## src/rtl/core/gwtc_pkg.sv

```systemverilog
// ----------------------------------------------------------------------------
// gwtc_pkg
// Field widths, calendar constants and reciprocal factors shared by the GPS
// week time to calendar converter and its channel interfaces.
// ----------------------------------------------------------------------------
package gwtc_pkg;

  // Channel field widths
  localparam int unsigned WEEK_W  = 13;
  localparam int unsigned SOW_W   = 20;
  localparam int unsigned FRAC_W  = 32;
  localparam int unsigned YEAR_W  = 12;
  localparam int unsigned MONTH_W = 4;
  localparam int unsigned MDAY_W  = 5;
  localparam int unsigned HOUR_W  = 5;
  localparam int unsigned MIN_W   = 6;
  localparam int unsigned SEC_W   = 6;

  // Internal widths
  localparam int unsigned DAYS_W  = 17;  // days since 1901-01-01, up to 86208
  localparam int unsigned SOD_W   = 17;  // second of day
  localparam int unsigned CYC_W   = 6;   // four-year cycles, up to 59
  localparam int unsigned LEFT_W  = 11;  // day within a four-year span, 0..1460
  localparam int unsigned REMH_W  = 12;  // second within the hour, 0..3599
  localparam int unsigned YDAY_W  = 9;   // day of year, 1..366

  // Pipeline depth
  localparam int unsigned NUM_STG = 8;

  // Calendar constants
  localparam int unsigned SEC_PER_DAY     = 86400;
  localparam int unsigned SEC_PER_HOUR    = 3600;
  localparam int unsigned SEC_PER_MIN     = 60;
  localparam int unsigned MAX_DAYS_IN_SOW = 12;     // whole days in a 20-bit second count
  localparam int unsigned GPS_EPOCH_DAYS  = 28859;  // MJD 44244 less MJD 15385 (1901-01-01)
  localparam int unsigned DAYS_PER_CYCLE  = 1461;
  localparam int unsigned DAYS_PER_YEAR   = 365;
  localparam int unsigned CYCLE_LAST_DAY  = 1460;
  localparam int unsigned BASE_YEAR       = 1901;
  localparam int unsigned DAYS_TO_2100    = 72684;

  // Reciprocals: floor(x / d) == (x * RECIP) >> SHIFT over each operand's range
  localparam int unsigned CYC_RECIP   = 91868;   // days / 1461, days <= 86208
  localparam int unsigned CYC_SHIFT   = 27;
  localparam int unsigned HOUR_RECIP  = 149131;  // sod / 3600, sod < 86400
  localparam int unsigned HOUR_SHIFT  = 29;
  localparam int unsigned MIN_RECIP   = 4370;    // remainder / 60, below 3600
  localparam int unsigned MIN_SHIFT   = 18;
  localparam int unsigned GUESS_RECIP = 2098;    // yday * 4 / 125, yday <= 366
  localparam int unsigned GUESS_SHIFT = 16;

  // Days before the start of month idx (0 is January); idx 12 and up give the
  // year length. Leap years add one from March on.
  function automatic logic [YDAY_W-1:0] cum_days(input logic leap, input logic [3:0] idx);
    logic [YDAY_W-1:0] base;
    unique case (idx)
      4'd0:    base = 9'd0;
      4'd1:    base = 9'd31;
      4'd2:    base = 9'd59;
      4'd3:    base = 9'd90;
      4'd4:    base = 9'd120;
      4'd5:    base = 9'd151;
      4'd6:    base = 9'd181;
      4'd7:    base = 9'd212;
      4'd8:    base = 9'd243;
      4'd9:    base = 9'd273;
      4'd10:   base = 9'd304;
      4'd11:   base = 9'd334;
      default: base = 9'd365;
    endcase
    return base + YDAY_W'(leap && (idx >= 4'd2));
  endfunction
endpackage

```

## src/rtl/core/gwtc_in_if.sv

```systemverilog
// ----------------------------------------------------------------------------
// gwtc_in_if
// Input channel: GPS week, whole second of the week and fraction of a second.
// ----------------------------------------------------------------------------
interface gwtc_in_if;
  import gwtc_pkg::*;

  logic              valid;
  logic              ready;
  logic [WEEK_W-1:0] week_number;
  logic [SOW_W-1:0]  second_of_week;
  logic [FRAC_W-1:0] input_fraction;

  modport source (output valid, output week_number, output second_of_week,
                  output input_fraction, input ready);
  modport sink   (input valid, input week_number, input second_of_week,
                  input input_fraction, output ready);
endinterface

```

## src/rtl/core/gwtc_out_if.sv

```systemverilog
// ----------------------------------------------------------------------------
// gwtc_out_if
// Result channel: calendar date, time of day, fraction and range flag.
// ----------------------------------------------------------------------------
interface gwtc_out_if;
  import gwtc_pkg::*;

  logic               valid;
  logic               ready;
  logic [YEAR_W-1:0]  year;
  logic [MONTH_W-1:0] month;
  logic [MDAY_W-1:0]  day_of_month;
  logic [HOUR_W-1:0]  hour;
  logic [MIN_W-1:0]   minute;
  logic [SEC_W-1:0]   whole_second;
  logic [FRAC_W-1:0]  output_fraction;
  logic               out_of_range;

  modport source (output valid, output year, output month, output day_of_month,
                  output hour, output minute, output whole_second,
                  output output_fraction, output out_of_range, input ready);
  modport sink   (input valid, input year, input month, input day_of_month,
                  input hour, input minute, input whole_second,
                  input output_fraction, input out_of_range, output ready);
endinterface

```

## src/rtl/core/gps_week_time_to_calendar.sv

```systemverilog
// Throughput: one transfer per cycle unless the output stalls; the eight
// stage registers each advance on their own enable, so a stalled output
// holds only the stages behind it.
// Reset (rst_n low, synchronous) clears every stage valid bit; data registers
// are not reset and are qualified by their valid bit.
// ----------------------------------------------------------------------------
// gps_week_time_to_calendar
// Converts a GPS week time to calendar year, month, day and time of day.
// Divisions by constants are reciprocal multiplies, each followed by a
// stage register before the remainder is formed.
// ----------------------------------------------------------------------------
module gps_week_time_to_calendar (
  input  logic         clk,
  input  logic         rst_n,
  gwtc_in_if.sink      in_ch,
  gwtc_out_if.source   out_ch
);
  import gwtc_pkg::*;

  // Stage enables and valid bits, index 0 is the first stage
  logic [NUM_STG-1:0] stg_en;
  logic [NUM_STG-1:0] vld_r;

  // Stage 1: whole days in the week, week scaled to days
  logic [3:0]         dcnt_nxt;
  logic [3:0]         s1_dcnt_r;
  logic [15:0]        s1_week7_r;
  logic [SOW_W-1:0]   s1_sow_r;

  // Stage 2: day count since 1901-01-01, second of day
  logic [DAYS_W-1:0]  s2_days_r;
  logic [SOD_W-1:0]   s2_sod_r;

  // Stage 3: four-year cycle count and hour by reciprocal
  logic [33:0]        cyc_prod;
  logic [33:0]        hr_prod;
  logic [DAYS_W-1:0]  s3_days_r;
  logic [SOD_W-1:0]   s3_sod_r;
  logic [CYC_W-1:0]   s3_cyc_r;
  logic [HOUR_W-1:0]  s3_hr_r;
  logic               s3_oor_r;

  // Stage 4: day within the cycle, second within the hour
  logic [LEFT_W-1:0]  s4_left_r;
  logic [REMH_W-1:0]  s4_remh_r;
  logic [CYC_W-1:0]   s4_cyc_r;
  logic [HOUR_W-1:0]  s4_hr_r;
  logic               s4_oor_r;

  // Stage 5: whole years into the cycle, minute by reciprocal
  logic [2:0]         q365;
  logic [1:0]         dyrs_nxt;
  logic [23:0]        mn_prod;
  logic [1:0]         s5_dyrs_r;
  logic [MIN_W-1:0]   s5_mn_r;
  logic [LEFT_W-1:0]  s5_left_r;
  logic [REMH_W-1:0]  s5_remh_r;
  logic [CYC_W-1:0]   s5_cyc_r;
  logic [HOUR_W-1:0]  s5_hr_r;
  logic               s5_oor_r;

  // Stage 6: year, day of year, whole second
  logic [LEFT_W-1:0]  yday_full;
  logic [REMH_W-1:0]  sec_full;
  logic [YEAR_W-1:0]  s6_year_r;
  logic [YDAY_W-1:0]  s6_yday_r;
  logic [SEC_W-1:0]   s6_sec_r;
  logic [MIN_W-1:0]   s6_mn_r;
  logic [HOUR_W-1:0]  s6_hr_r;
  logic               s6_oor_r;

  // Stage 7: month estimate
  logic [20:0]        guess_prod;
  logic [3:0]         s7_guess_r;
  logic               s7_leap_r;
  logic [YEAR_W-1:0]  s7_year_r;
  logic [YDAY_W-1:0]  s7_yday_r;
  logic [SEC_W-1:0]   s7_sec_r;
  logic [MIN_W-1:0]   s7_mn_r;
  logic [HOUR_W-1:0]  s7_hr_r;
  logic               s7_oor_r;

  // Stage 8: output register
  logic               more;
  logic [3:0]         mon_idx;
  logic [YDAY_W-1:0]  mday_full;
  logic [YEAR_W-1:0]  s8_year_r;
  logic [MONTH_W-1:0] s8_month_r;
  logic [MDAY_W-1:0]  s8_mday_r;
  logic [HOUR_W-1:0]  s8_hr_r;
  logic [MIN_W-1:0]   s8_mn_r;
  logic [SEC_W-1:0]   s8_sec_r;
  logic               s8_oor_r;

  // Fraction rides alongside every stage untouched
  logic [FRAC_W-1:0]  frac_r [NUM_STG];

  // --------------------------------------------------------------------------
  // Flow control: a stage may load when it is empty or when the stage after
  // it loads in the same cycle. Bubbles collapse, so while a finished result
  // waits in the output register, new transfers enter until all stages fill.
  // --------------------------------------------------------------------------
  always_comb begin
    stg_en[NUM_STG-1] = !vld_r[NUM_STG-1] || out_ch.ready;
    for (int i = NUM_STG - 2; i >= 0; i--) begin
      stg_en[i] = !vld_r[i] || stg_en[i+1];
    end
  end

  assign in_ch.ready = stg_en[0];

  always_ff @(posedge clk) begin
    if (!rst_n) begin
      vld_r <= '0;
    end else begin
      if (stg_en[0]) begin
        vld_r[0] <= in_ch.valid;
      end
      for (int i = 1; i < NUM_STG; i++) begin
        if (stg_en[i]) begin
          vld_r[i] <= vld_r[i-1];
        end
      end
    end
  end

  always_ff @(posedge clk) begin
    if (stg_en[0]) begin
      frac_r[0] <= in_ch.input_fraction;
    end
    for (int i = 1; i < NUM_STG; i++) begin
      if (stg_en[i]) begin
        frac_r[i] <= frac_r[i-1];
      end
    end
  end

  // --------------------------------------------------------------------------
  // Stage 1: count whole days in the second of week with twelve parallel
  // threshold compares; the field can reach beyond one week, hence twelve.
  // --------------------------------------------------------------------------
  always_comb begin
    dcnt_nxt = '0;
    for (int k = 1; k <= MAX_DAYS_IN_SOW; k++) begin
      dcnt_nxt = dcnt_nxt + 4'(in_ch.second_of_week >= SOW_W'(k * SEC_PER_DAY));
    end
  end

  always_ff @(posedge clk) begin
    if (stg_en[0]) begin
      s1_dcnt_r  <= dcnt_nxt;
      s1_week7_r <= 16'(16'(in_ch.week_number) * 16'd7);
      s1_sow_r   <= in_ch.second_of_week;
    end
  end

  // --------------------------------------------------------------------------
  // Stage 2: days since 1901-01-01 (MJD minus 15385) and the second of day.
  // --------------------------------------------------------------------------
  always_ff @(posedge clk) begin
    if (stg_en[1]) begin
      s2_days_r <= DAYS_W'(s1_week7_r) + DAYS_W'(s1_dcnt_r) + DAYS_W'(GPS_EPOCH_DAYS);
      s2_sod_r  <= SOD_W'(s1_sow_r - SOW_W'(21'(s1_dcnt_r) * 21'(SEC_PER_DAY)));
    end
  end

  // --------------------------------------------------------------------------
  // Stage 3: cycles = days / 1461 and hour = sod / 3600 by reciprocal
  // multiply; both are exact over the reachable ranges. Flag dates from
  // 2100-01-01 on here, while the full day count is at hand.
  // --------------------------------------------------------------------------
  assign cyc_prod = 34'(s2_days_r) * 34'(CYC_RECIP);
  assign hr_prod  = 34'(s2_sod_r) * 34'(HOUR_RECIP);

  always_ff @(posedge clk) begin
    if (stg_en[2]) begin
      s3_days_r <= s2_days_r;
      s3_sod_r  <= s2_sod_r;
      s3_cyc_r  <= cyc_prod[CYC_SHIFT +: CYC_W];
      s3_hr_r   <= hr_prod[HOUR_SHIFT +: HOUR_W];
      s3_oor_r  <= s2_days_r >= DAYS_W'(DAYS_TO_2100);
    end
  end

  // --------------------------------------------------------------------------
  // Stage 4: remainders of both divisions.
  // --------------------------------------------------------------------------
  always_ff @(posedge clk) begin
    if (stg_en[3]) begin
      s4_left_r <= LEFT_W'(s3_days_r - DAYS_W'(DAYS_W'(s3_cyc_r) * DAYS_W'(DAYS_PER_CYCLE)));
      s4_remh_r <= REMH_W'(s3_sod_r - SOD_W'(SOD_W'(s3_hr_r) * SOD_W'(SEC_PER_HOUR)));
      s4_cyc_r  <= s3_cyc_r;
      s4_hr_r   <= s3_hr_r;
      s4_oor_r  <= s3_oor_r;
    end
  end

  // --------------------------------------------------------------------------
  // Stage 5: years into the cycle. The last day of a cycle would count as a
  // fifth year; pull it back into the fourth, leap, year.
  // --------------------------------------------------------------------------
  always_comb begin
    q365 = 3'(s4_left_r >= LEFT_W'(DAYS_PER_YEAR))
         + 3'(s4_left_r >= LEFT_W'(2 * DAYS_PER_YEAR))
         + 3'(s4_left_r >= LEFT_W'(3 * DAYS_PER_YEAR))
         + 3'(s4_left_r >= LEFT_W'(4 * DAYS_PER_YEAR));
    dyrs_nxt = 2'(q365 - 3'(s4_left_r == LEFT_W'(CYCLE_LAST_DAY)));
  end

  assign mn_prod = 24'(s4_remh_r) * 24'(MIN_RECIP);

  always_ff @(posedge clk) begin
    if (stg_en[4]) begin
      s5_dyrs_r <= dyrs_nxt;
      s5_mn_r   <= mn_prod[MIN_SHIFT +: MIN_W];
      s5_left_r <= s4_left_r;
      s5_remh_r <= s4_remh_r;
      s5_cyc_r  <= s4_cyc_r;
      s5_hr_r   <= s4_hr_r;
      s5_oor_r  <= s4_oor_r;
    end
  end

  // --------------------------------------------------------------------------
  // Stage 6: year, day of year (from 1) and whole second of the minute.
  // --------------------------------------------------------------------------
  assign yday_full = s5_left_r - LEFT_W'(LEFT_W'(s5_dyrs_r) * LEFT_W'(DAYS_PER_YEAR))
                   + LEFT_W'(1);
  assign sec_full  = s5_remh_r - REMH_W'(REMH_W'(s5_mn_r) * REMH_W'(SEC_PER_MIN));

  always_ff @(posedge clk) begin
    if (stg_en[5]) begin
      s6_year_r <= YEAR_W'(BASE_YEAR) + {YEAR_W'(s5_cyc_r) << 2} + YEAR_W'(s5_dyrs_r);
      s6_yday_r <= YDAY_W'(yday_full);
      s6_sec_r  <= SEC_W'(sec_full);
      s6_mn_r   <= s5_mn_r;
      s6_hr_r   <= s5_hr_r;
      s6_oor_r  <= s5_oor_r;
    end
  end

  // --------------------------------------------------------------------------
  // Stage 7: month estimate floor(yday * 4 / 125), folded into one multiply.
  // Every fourth year is leap, no century rule.
  // --------------------------------------------------------------------------
  assign guess_prod = 21'(s6_yday_r) * 21'(GUESS_RECIP);

  always_ff @(posedge clk) begin
    if (stg_en[6]) begin
      s7_guess_r <= guess_prod[GUESS_SHIFT +: 4];
      s7_leap_r  <= s6_year_r[1:0] == 2'b00;
      s7_year_r  <= s6_year_r;
      s7_yday_r  <= s6_yday_r;
      s7_sec_r   <= s6_sec_r;
      s7_mn_r    <= s6_mn_r;
      s7_hr_r    <= s6_hr_r;
      s7_oor_r   <= s6_oor_r;
    end
  end

  // --------------------------------------------------------------------------
  // Stage 8: step the estimate forward by one month where the day lies past
  // the next month's start, then take the day of month.
  // --------------------------------------------------------------------------
  always_comb begin
    more      = s7_yday_r > cum_days(s7_leap_r, s7_guess_r + 4'd1);
    mon_idx   = s7_guess_r + 4'(more);
    mday_full = s7_yday_r - cum_days(s7_leap_r, mon_idx);
  end

  always_ff @(posedge clk) begin
    if (stg_en[7]) begin
      s8_year_r  <= s7_year_r;
      s8_month_r <= MONTH_W'(mon_idx + 4'd1);
      s8_mday_r  <= MDAY_W'(mday_full);
      s8_hr_r    <= s7_hr_r;
      s8_mn_r    <= s7_mn_r;
      s8_sec_r   <= s7_sec_r;
      s8_oor_r   <= s7_oor_r;
    end
  end

  assign out_ch.valid           = vld_r[NUM_STG-1];
  assign out_ch.year            = s8_year_r;
  assign out_ch.month           = s8_month_r;
  assign out_ch.day_of_month    = s8_mday_r;
  assign out_ch.hour            = s8_hr_r;
  assign out_ch.minute          = s8_mn_r;
  assign out_ch.whole_second    = s8_sec_r;
  assign out_ch.output_fraction = frac_r[NUM_STG-1];
  assign out_ch.out_of_range    = s8_oor_r;

`ifndef SYNTH
  // Day within a four-year span and second within an hour must stay below their divisors
  a_rem_bounds: assert property (@(posedge clk) disable iff (!rst_n)
    vld_r[3] |-> (s4_left_r <= LEFT_W'(CYCLE_LAST_DAY)) &&
                 (s4_remh_r < REMH_W'(SEC_PER_HOUR)))
    else $error("cycle or hour remainder out of bounds");

  a_date_bounds: assert property (@(posedge clk) disable iff (!rst_n)
    out_ch.valid |-> (out_ch.month >= MONTH_W'(1)) && (out_ch.month <= MONTH_W'(12)) &&
                     (out_ch.day_of_month >= MDAY_W'(1)))
    else $error("month or day of month out of bounds");

  a_time_bounds: assert property (@(posedge clk) disable iff (!rst_n)
    out_ch.valid |-> (out_ch.hour < HOUR_W'(24)) && (out_ch.minute < MIN_W'(60)) &&
                     (out_ch.whole_second < SEC_W'(60)))
    else $error("time of day out of bounds");

  a_input_flows: assert property (@(posedge clk) disable iff (!rst_n)
    (in_ch.valid && in_ch.ready) |=> vld_r[0])
    else $error("input transfer not captured in first stage");
`endif

endmodule

```

## src/flat_wrapper.sv

```systemverilog
// flat-port wrapper written by rule: the top's interface ports become plain ports
module gps_week_time_to_calendar_flat import gwtc_pkg::*;
  (clk, rst_n, in_ch_valid, in_ch_week_number, in_ch_second_of_week, in_ch_input_fraction, in_ch_ready, out_ch_valid, out_ch_year, out_ch_month, out_ch_day_of_month, out_ch_hour, out_ch_minute, out_ch_whole_second, out_ch_output_fraction, out_ch_out_of_range, out_ch_ready);
  gwtc_in_if in_ch_i ();
  gwtc_out_if out_ch_i ();
  input  logic clk;
  input  logic rst_n;
  input wire logic [$bits(in_ch_i.valid)-1:0] in_ch_valid;
  input wire logic [$bits(in_ch_i.week_number)-1:0] in_ch_week_number;
  input wire logic [$bits(in_ch_i.second_of_week)-1:0] in_ch_second_of_week;
  input wire logic [$bits(in_ch_i.input_fraction)-1:0] in_ch_input_fraction;
  output wire logic [$bits(in_ch_i.ready)-1:0] in_ch_ready;
  output wire logic [$bits(out_ch_i.valid)-1:0] out_ch_valid;
  output wire logic [$bits(out_ch_i.year)-1:0] out_ch_year;
  output wire logic [$bits(out_ch_i.month)-1:0] out_ch_month;
  output wire logic [$bits(out_ch_i.day_of_month)-1:0] out_ch_day_of_month;
  output wire logic [$bits(out_ch_i.hour)-1:0] out_ch_hour;
  output wire logic [$bits(out_ch_i.minute)-1:0] out_ch_minute;
  output wire logic [$bits(out_ch_i.whole_second)-1:0] out_ch_whole_second;
  output wire logic [$bits(out_ch_i.output_fraction)-1:0] out_ch_output_fraction;
  output wire logic [$bits(out_ch_i.out_of_range)-1:0] out_ch_out_of_range;
  input wire logic [$bits(out_ch_i.ready)-1:0] out_ch_ready;
  assign in_ch_i.valid = in_ch_valid;
  assign in_ch_i.week_number = in_ch_week_number;
  assign in_ch_i.second_of_week = in_ch_second_of_week;
  assign in_ch_i.input_fraction = in_ch_input_fraction;
  assign in_ch_ready = in_ch_i.ready;
  assign out_ch_valid = out_ch_i.valid;
  assign out_ch_year = out_ch_i.year;
  assign out_ch_month = out_ch_i.month;
  assign out_ch_day_of_month = out_ch_i.day_of_month;
  assign out_ch_hour = out_ch_i.hour;
  assign out_ch_minute = out_ch_i.minute;
  assign out_ch_whole_second = out_ch_i.whole_second;
  assign out_ch_output_fraction = out_ch_i.output_fraction;
  assign out_ch_out_of_range = out_ch_i.out_of_range;
  assign out_ch_i.ready = out_ch_ready;
  gps_week_time_to_calendar u_core (.clk(clk), .rst_n(rst_n), .in_ch(in_ch_i), .out_ch(out_ch_i));
endmodule
```

## config.mk

```make
export PLATFORM = sky130hd
export DESIGN_NAME = gps_week_time_to_calendar_flat
export DESIGN_NICKNAME = d
export VERILOG_FILES = /design/src/rtl/core/gwtc_pkg.sv /design/src/rtl/core/gwtc_in_if.sv /design/src/rtl/core/gwtc_out_if.sv /design/src/rtl/core/gps_week_time_to_calendar.sv /design/src/flat_wrapper.sv
export SDC_FILE = /design/constraint.sdc
export NUM_CORES = 1
export LEC_CHECK = 0
export BUFFER_PORTS_ARGS = -buffer_cell sky130_fd_sc_hd__buf_4
export CAP_MARGIN = 20
export CORE_MARGIN = 5
export CORE_UTILIZATION = 24
export DETAILED_ROUTE_END_ITERATION = 6
export PLACE_DENSITY = 0.43
export SLEW_MARGIN = 20
export SYNTH_ARGS = -nofsm -noshare
export SYNTH_HDL_FRONTEND = slang
export SYNTH_SLANG_ARGS = --single-unit
```

## constraint.sdc

```tcl
create_clock -name clk -period 16.8 [get_ports clk]
set_clock_uncertainty 0.05 [all_clocks]
set_input_delay 1.68 -clock clk [delete_from_list [all_inputs] [get_ports clk]]
set_output_delay 1.68 -clock clk [all_outputs]
set_load 0.01 [all_outputs]
```

==> results of run 1 <==
logic make-up after synthesis:
| family | Yosys count | share of synthesized area, % |
|---|---|---|
| AO/OA/AOI/OAI | 286 | 5.36 |
| XOR/XNOR | 129 | 3.26 |
| adder cells (fa/ha/maj) | 767 | 32.8 |
| buffers and inverters | 528 | 6.08 |
| flip-flops | 562 | 48.5 |
| multiplexers | 5 | 0.148 |
| AND/OR/NAND/NOR | 268 | 3.86 |
routing by layer:
| metal | up-vias | GRT usage [%] |
|---|---|---|
| met1 | 8691 | 12.0 |
| li1 | 9117 | - |
| met4 | 0 | 1.90 |
| met3 | 73 | 1.37 |
| met2 | 212 | 14.3 |
| met5 | - | 0 |
how the worst max path moves through the flow:
stage                                        start                                 endpoint  slack, ns  cells after the start
floorplan           u_core.s7_guess_r[0]$_DFFE_PP_  u_core.out_ch.day_of_month[4]$_DFFE_PP_      10.55                     30
global placement    u_core.s7_guess_r[0]$_DFFE_PP_  u_core.out_ch.day_of_month[4]$_DFFE_PP_      10.14                     28
detailed placement  u_core.s7_guess_r[0]$_DFFE_PP_  u_core.out_ch.day_of_month[4]$_DFFE_PP_      10.14                     28
CTS                 u_core.s7_guess_r[0]$_DFFE_PP_  u_core.out_ch.day_of_month[4]$_DFFE_PP_      10.12                     28
global route        u_core.s7_guess_r[0]$_DFFE_PP_  u_core.out_ch.day_of_month[4]$_DFFE_PP_       9.62                     28
finish              u_core.s7_guess_r[0]$_DFFE_PP_  u_core.out_ch.day_of_month[4]$_DFFE_PP_      10.15                     28
state kept, by name, summed over array words and instances (netlist names), 16 cells and up:
signal             flops
u_core.frac_r        256
u_core.s2_days_r      17
u_core.s1_sow_r       17
u_core.s1_week7_r     16
u_core.s2_sod_r       17
cell usage in the layout (no fill, tap or decap), types with 4 or more instances in the layout:
cell type                   Yosys  final
sky130_fd_sc_hd__a211o_1        4      4
sky130_fd_sc_hd__a211oi_1       4      4
sky130_fd_sc_hd__a21o_1        31     31
sky130_fd_sc_hd__a21oi_1       94     94
sky130_fd_sc_hd__a31oi_1       14     14
sky130_fd_sc_hd__a41oi_1        4      4
sky130_fd_sc_hd__and2_1         5      5
sky130_fd_sc_hd__and3_1         8      8
sky130_fd_sc_hd__buf_4         32    148
sky130_fd_sc_hd__bufinv_16      0      4
sky130_fd_sc_hd__clkbuf_1      12     12
sky130_fd_sc_hd__clkbuf_16      0     61
sky130_fd_sc_hd__clkinv_1       0     16
sky130_fd_sc_hd__clkinv_2       0     13
sky130_fd_sc_hd__dfxtp_1        8      8
sky130_fd_sc_hd__edfxtp_1     554    554
sky130_fd_sc_hd__fa_1         233    233
sky130_fd_sc_hd__ha_1         534    534
sky130_fd_sc_hd__inv_1        483    478
sky130_fd_sc_hd__mux2i_1        4      4
sky130_fd_sc_hd__nand2_1       62     59
sky130_fd_sc_hd__nand2b_1      14     14
sky130_fd_sc_hd__nand3_1       38     38
sky130_fd_sc_hd__nand3b_1       5      5
sky130_fd_sc_hd__nand4_1       17     17
sky130_fd_sc_hd__nor2_1        59     59
sky130_fd_sc_hd__nor2b_1       19     19
sky130_fd_sc_hd__nor3_1        19     19
sky130_fd_sc_hd__o211ai_1       7      7
sky130_fd_sc_hd__o21a_1        21     21
sky130_fd_sc_hd__o21ai_0       40     40
sky130_fd_sc_hd__o21ai_1        9      9
sky130_fd_sc_hd__o21bai_1      13     13
sky130_fd_sc_hd__o31ai_1        6      6
sky130_fd_sc_hd__or2_2          5      5
sky130_fd_sc_hd__xnor2_1       95     95
sky130_fd_sc_hd__xor2_1        34     34
per-stage QoR:
step	cells	cell area (µm²)	worst slack, ns	hold slack [ns]
floorplan	2545	34600	10.55	0.350
global placement	4551	37800	10.14	0.350
detailed placement	4551	37800	10.14	0.355
CTS	4659	39700	10.12	0.357
global route	4660	39800	9.62	0.367
finish	4660	39800	10.15	0.360
worst max-delay path: cells and delay by family, from the launching register on:
| kind | cells | cell delay [ns] |
|---|---|---|
| DFF | 1 | 0.57 |
| and+or+nand+nor | 4 | 0.46 |
| AOI/OAI and AO/OA | 12 | 2.04 |
| adders and majority gates | 7 | 2.27 |
| xor gates and xnor gates | 3 | 0.87 |
| buffers and inverters | 2 | 0.13 |
cell type report:
| type | count | area, µm² |
|---|---|---|
| fill | 14800 | 104000 |
| sequential | 562 | 16800 |
| multi-input combinational | 1455 | 15700 |
| tap | 1903 | 2380 |
| inverter | 483 | 1820 |
| clock buffer | 73 | 1570 |
| timing repair buffer | 149 | 1140 |
| clock inverter | 35 | 329 |
==> qor.yml, run 1 <==
synth_flop_cell: "sky130_fd_sc_hd__edfxtp_1"
worst-r2r-cell-count: 28
grt_antenna_before_repair: 1
worstPathRequired_ns: 17.12
synth_cell_type_count: 68
critical_path.reg2reg.endpoint: "u_core.out_ch.day_of_month[4]$_DFFE_PP_"
detailedPlacementHpwl_um: 50900
first_iter_violations: 666
grt_max_degree: 77
cts_buffer_depth: 3
finalWeightedCongestion: 0.760
core.rowCount: 139
syn_avg_cell_area_um2: 13.6
final_period_minus_worst_setup_slack_ns: 6.65
critPathSlowestCell: "sky130_fd_sc_hd__xnor2_1"
numPortBuffers: 141
maxUsedRoutingLayer: "met4"
ys_top_cells_by_area: "sky130_fd_sc_hd__edfxtp_1 (48%), sky130_fd_sc_hd__ha_1 (19%), sky130_fd_sc_hd__fa_1 (13%)"
maxCapViolCount: 0
die_y_um: 390
grt_setup_unrepaired: "no"
first_global_vias: 19100
via_per_inst: 3.88
timing.max_slew.rel_slack_pct: 34.3
detail-route-antenna-nets: 0
routed-via-count: 18100
first_pass_grt_wire_length_um: 105000
fp.dieArea_mm2: 0.152
cts.clk_slew.worst_paths_ns: 0.06
cts.repair_timing.setup_buffer_count: 0
worst_path_most_repeated_cell: "sky130_fd_sc_hd__ha_1"
setup.reg_to_reg.worst_slack_ns: 10.15
final.setup.tns_ns: 0
detail_route.wirelength.met1_um: 31700
die-width_um: 390
numCtsBuffers: 61
core_area_mm2: 0.143
crit_fanout: 11
cts_hold_buffers: 0
max_slew.worst_pin.slew_ns: 0.985
drt_pass1_iterations: 4
top_level_ports: 142
synth_top_cell_by_area: "sky130_fd_sc_hd__edfxtp_1"
critical_path_start_end_classification: "register to register"
initial_utilization_pct: 24.1
clk_lat_worst_skew_ns: 0.63
h-tree-depth: 2
wl_um: 65200
timing.hold.worst_path_depth: 0
path_category_of_the_worst_min_delay_check: "register to register"
synth.most_common_cell: "sky130_fd_sc_hd__edfxtp_1"
synth_largest_type_area_fraction_pct: 48.1
synth.ff_latch_count: 562
flow.area_growth_from_synthesis_pct: 14.9
mapped_cell_area_mm2: 0.0346
r2r_start: "u_core.s7_guess_r[0]$_DFFE_PP_"
grt.total_usage_pct: 8.63
cpPeakStageDelay_ns: 0.61
synth_enable_flop_cells: 554
wire_per_inst_um: 14.0
synth_fp_nets: 3381
final_util_pct: 27.7
slew_violations: 0
synthesis.instances: 2545
fraction_of_layout_cells_with_a_size_suffix_above_1_pct: 9.21
terminating_pin_of_the_worst_hold_path: "u_core.s5_cyc_r[3]$_DFFE_PP_"
critPathLaunchType: "register"
min-delay-start: "u_core.s4_cyc_r[3]$_DFFE_PP_"
route.met2.wl_um: 30100
antennaDiodeCount: 0
cts_num_sinks: 562
wl_met3_um: 2180
synth_seq_area_share_pct: 48.5
timing.fmax_mhz: 150
buffer_type_at_the_clock_tree_root: "sky130_fd_sc_hd__clkbuf_16"
timing.critical_path.arrival_ns: 6.97
finalSetupViolCount: 0
drcViolationCount: 0
grt_remaining_overflow: 0
cts_tree: "built"
timing.critical_path.to_type: "register"
final_report_hold_violation_count: 0
post_cts_resized: 0
async_reset_ff_share_pct: 0
yosys_warnings: 0
ys_top_cells_by_count: "sky130_fd_sc_hd__edfxtp_1 (554), sky130_fd_sc_hd__ha_1 (534), sky130_fd_sc_hd__inv_1 (483)"
run_status: "finished, final reports clean"
nets: 3548
ratio_of_final_minimum_period_to_clock_period_pct: 39.6
Power of run 1 is left out: the tool's default activity adds up to more than one toggle a clock period on the data nets, which glitch-free logic cannot reach.
==> run 2, diff against run 1 <==
--- a/config.mk
+++ b/config.mk
@@ -5,6 +5,7 @@
 export SDC_FILE = /design/constraint.sdc
 export NUM_CORES = 1
 export LEC_CHECK = 0
+export ABC_AREA = 1
 export BUFFER_PORTS_ARGS = -buffer_cell sky130_fd_sc_hd__buf_4
 export CAP_MARGIN = 20
 export CORE_MARGIN = 5
==> constraint.sdc (replaced) <==
create_clock -name clk -period 6.2 [get_ports clk]
set_clock_uncertainty 0.05 [all_clocks]
set_input_delay 0.62 -clock clk [delete_from_list [all_inputs] [get_ports clk]]
set_output_delay 0.62 -clock clk [all_outputs]
set_load 0.01 [all_outputs]
==> qor.yml, run 2 <==
largest_register_ffs: 256
synth.ff_latch_count: 562
synth_seq_area_share_pct: 46.0
timing.max_slew.rel_slack_pct: 47.1
via_per_inst: 3.94
core_area_mm2: 0.152
grt_setup_unrepaired: "no"
async_reset_ff_share_pct: 0
h-tree-depth: 3
synthesis.instances: 3139
detail_route.wirelength.met1_um: 35200
synth_top_cell_by_area: "sky130_fd_sc_hd__edfxtp_1"
die_y_um: 400
wl_met3_um: 2680
finalWeightedCongestion: 0.783
route.met2.wl_um: 34500
ratio_of_final_minimum_period_to_clock_period_pct: 91.9
grt.total_usage_pct: 9.44
synth_cell_type_count: 47
first_iter_violations: 745
buffer_type_at_the_clock_tree_root: "sky130_fd_sc_hd__clkbuf_16"
core.rowCount: 143
most-common-layout-cells: "sky130_fd_sc_hd__inv_1 (626), sky130_fd_sc_hd__edfxtp_1 (554), sky130_fd_sc_hd__ha_1 (534), sky130_fd_sc_hd__nand2_1 (432), sky130_fd_sc_hd__fa_1 (233)"
clk_lat_worst_skew_ns: 0.63
top_level_ports: 142
synth.most_common_cell: "sky130_fd_sc_hd__inv_1"
grt_max_degree: 58
ys_top_cells_by_count: "sky130_fd_sc_hd__inv_1 (628), sky130_fd_sc_hd__edfxtp_1 (554), sky130_fd_sc_hd__ha_1 (534)"
cts.repair_timing.setup_buffer_count: 0
routed-via-count: 21300
worst_path_most_repeated_cell: "sky130_fd_sc_hd__ha_1"
yosys_warnings: 0
initial_utilization_pct: 24.1
max_slew.worst_pin.slew_ns: 0.794
cpPeakStageDelay_ns: 0.45
largest_register: "u_core.frac_r"
final_report_hold_violation_count: 0
fp.dieArea_mm2: 0.160
first_pass_grt_wire_length_um: 120000
post_cts_resized: 0
drcViolationCount: 0
numPortBuffers: 141
final_cell_count_without_fillers: 5412
slew_violations: 0
setup.reg_to_reg.worst_slack_ns: 0.50
cts_hold_buffers: 0
timing.fmax_mhz: 176
wl_um: 73900
ys_top_cells_by_area: "sky130_fd_sc_hd__edfxtp_1 (46%), sky130_fd_sc_hd__ha_1 (18%), sky130_fd_sc_hd__fa_1 (13%)"
grt_remaining_overflow: 0
final_period_minus_worst_setup_slack_ns: 5.70
synth_largest_type_area_fraction_pct: 45.6
synth_flop_cell: "sky130_fd_sc_hd__edfxtp_1"
layout.cells.most_common: "sky130_fd_sc_hd__inv_1"
syn_avg_cell_area_um2: 11.6
first_global_vias: 22500
critical_path_start_end_classification: "register to register"
nets: 4171
fraction_of_layout_cells_with_a_size_suffix_above_1_pct: 8.28
wire_per_inst_um: 13.7
timing.critical_path.buf_inv: 5
synth_fp_nets: 3975
cts.clk_slew.worst_paths_ns: 0.06
crit_fanout: 6
final_util_pct: 27.8
place.detailed.instances: 5290
die-width_um: 400
cts_buffer_depth: 3
maxCapViolCount: 0
critPathSlowestCell: "sky130_fd_sc_hd__edfxtp_1"
worstPathRequired_ns: 6.52
detail-route-antenna-nets: 0
critical-path-top-delay-family: "adder cells"
numCtsBuffers: 67
timing.critical_path.to_type: "register"
detailedPlacementHpwl_um: 59100
path_category_of_the_worst_min_delay_check: "input pin to register"
timing.critical_path.arrival_ns: 6.02
critPathLaunchType: "register"
synth_enable_flop_cells: 554
cts_num_sinks: 562
drt_pass1_iterations: 5
cts_tree: "built"
flow.area_growth_from_synthesis_pct: 15.5
run_status: "finished, final reports clean"
mapped_cell_area_mm2: 0.0365
finalSetupViolCount: 0
grt_antenna_before_repair: 3
maxUsedRoutingLayer: "met5"
==> run 2: cell count changes after synthesis, moves of 30 or more <==
cell and delta:
sky130_fd_sc_hd__a21oi_1 +41, sky130_fd_sc_hd__inv_1 +145, sky130_fd_sc_hd__nand2_1 +372, sky130_fd_sc_hd__nand3_1 +50, sky130_fd_sc_hd__nor2_1 +82, sky130_fd_sc_hd__o21ai_0 +30, sky130_fd_sc_hd__xnor2_1 -51
==> run 2: logic make-up (layout without fill, tap and decap cells) <==
family                     after synthesis  count (layout)  synth area share (%)
and+or+nand+nor                        760             760                  8.85
AOI/OAI and AO/OA                      278             278                  4.32
adders and majority gates              767             767                  31.1
DFF                                    562             562                  46.0
xor gates and xnor gates               107             107                  2.57
other                                    0               1                     0
buffers and inverters                  665             907                  7.19
==> run 2: routing by layer <==
| layer | up-vias | GRT usage [%] |
|---|---|---|
| met4 | 2 | 2.28 |
| met2 | 245 | 15.7 |
| met5 | - | 0 |
| li1 | 10900 | - |
| met3 | 92 | 1.91 |
| met1 | 10200 | 12.6 |
==> run 2: through the flow <==
stage	setup WS (ns)	TNS (ns)	area [µm²]	hold slack, ns
after floorplan	-0.486	-33.76	36500	0.350
after global placement	0.433	0	40000	0.350
after detailed placement	0.352	0	40000	0.355
after CTS	0.313	0	42100	0.0401
after global routing	0.0322	0	42200	0.0501
final	0.503	0	42200	0.120
==> run 2: worst paths after layout <==
kind                                  start                                      end  cells past startpoint
max          u_core.s7_guess_r[0]$_DFFE_PP_  u_core.out_ch.day_of_month[4]$_DFFE_PP_                     27
min                 in_ch_second_of_week[0]             u_core.s1_sow_r[0]$_DFFE_PP_                      1
max reg2reg  u_core.s7_guess_r[0]$_DFFE_PP_  u_core.out_ch.day_of_month[4]$_DFFE_PP_                     27
min reg2reg  u_core.frac_r[0][72]$_DFFE_PP_          u_core.frac_r[0][104]$_DFFE_PP_                      0
==> run 2: area by class of cell <==
cell class | instances | area [µm²]
antenna | 1 | 2.50
sequential | 562 | 16800
clock inverter | 31 | 315
fill | 15800 | 109000
clock buffer | 84 | 1780
inverter | 632 | 2380
tap | 2030 | 2540
multi-input combinational | 1912 | 17100
timing repair buffer | 160 | 1200
Power of run 2 is left out for the same reason.
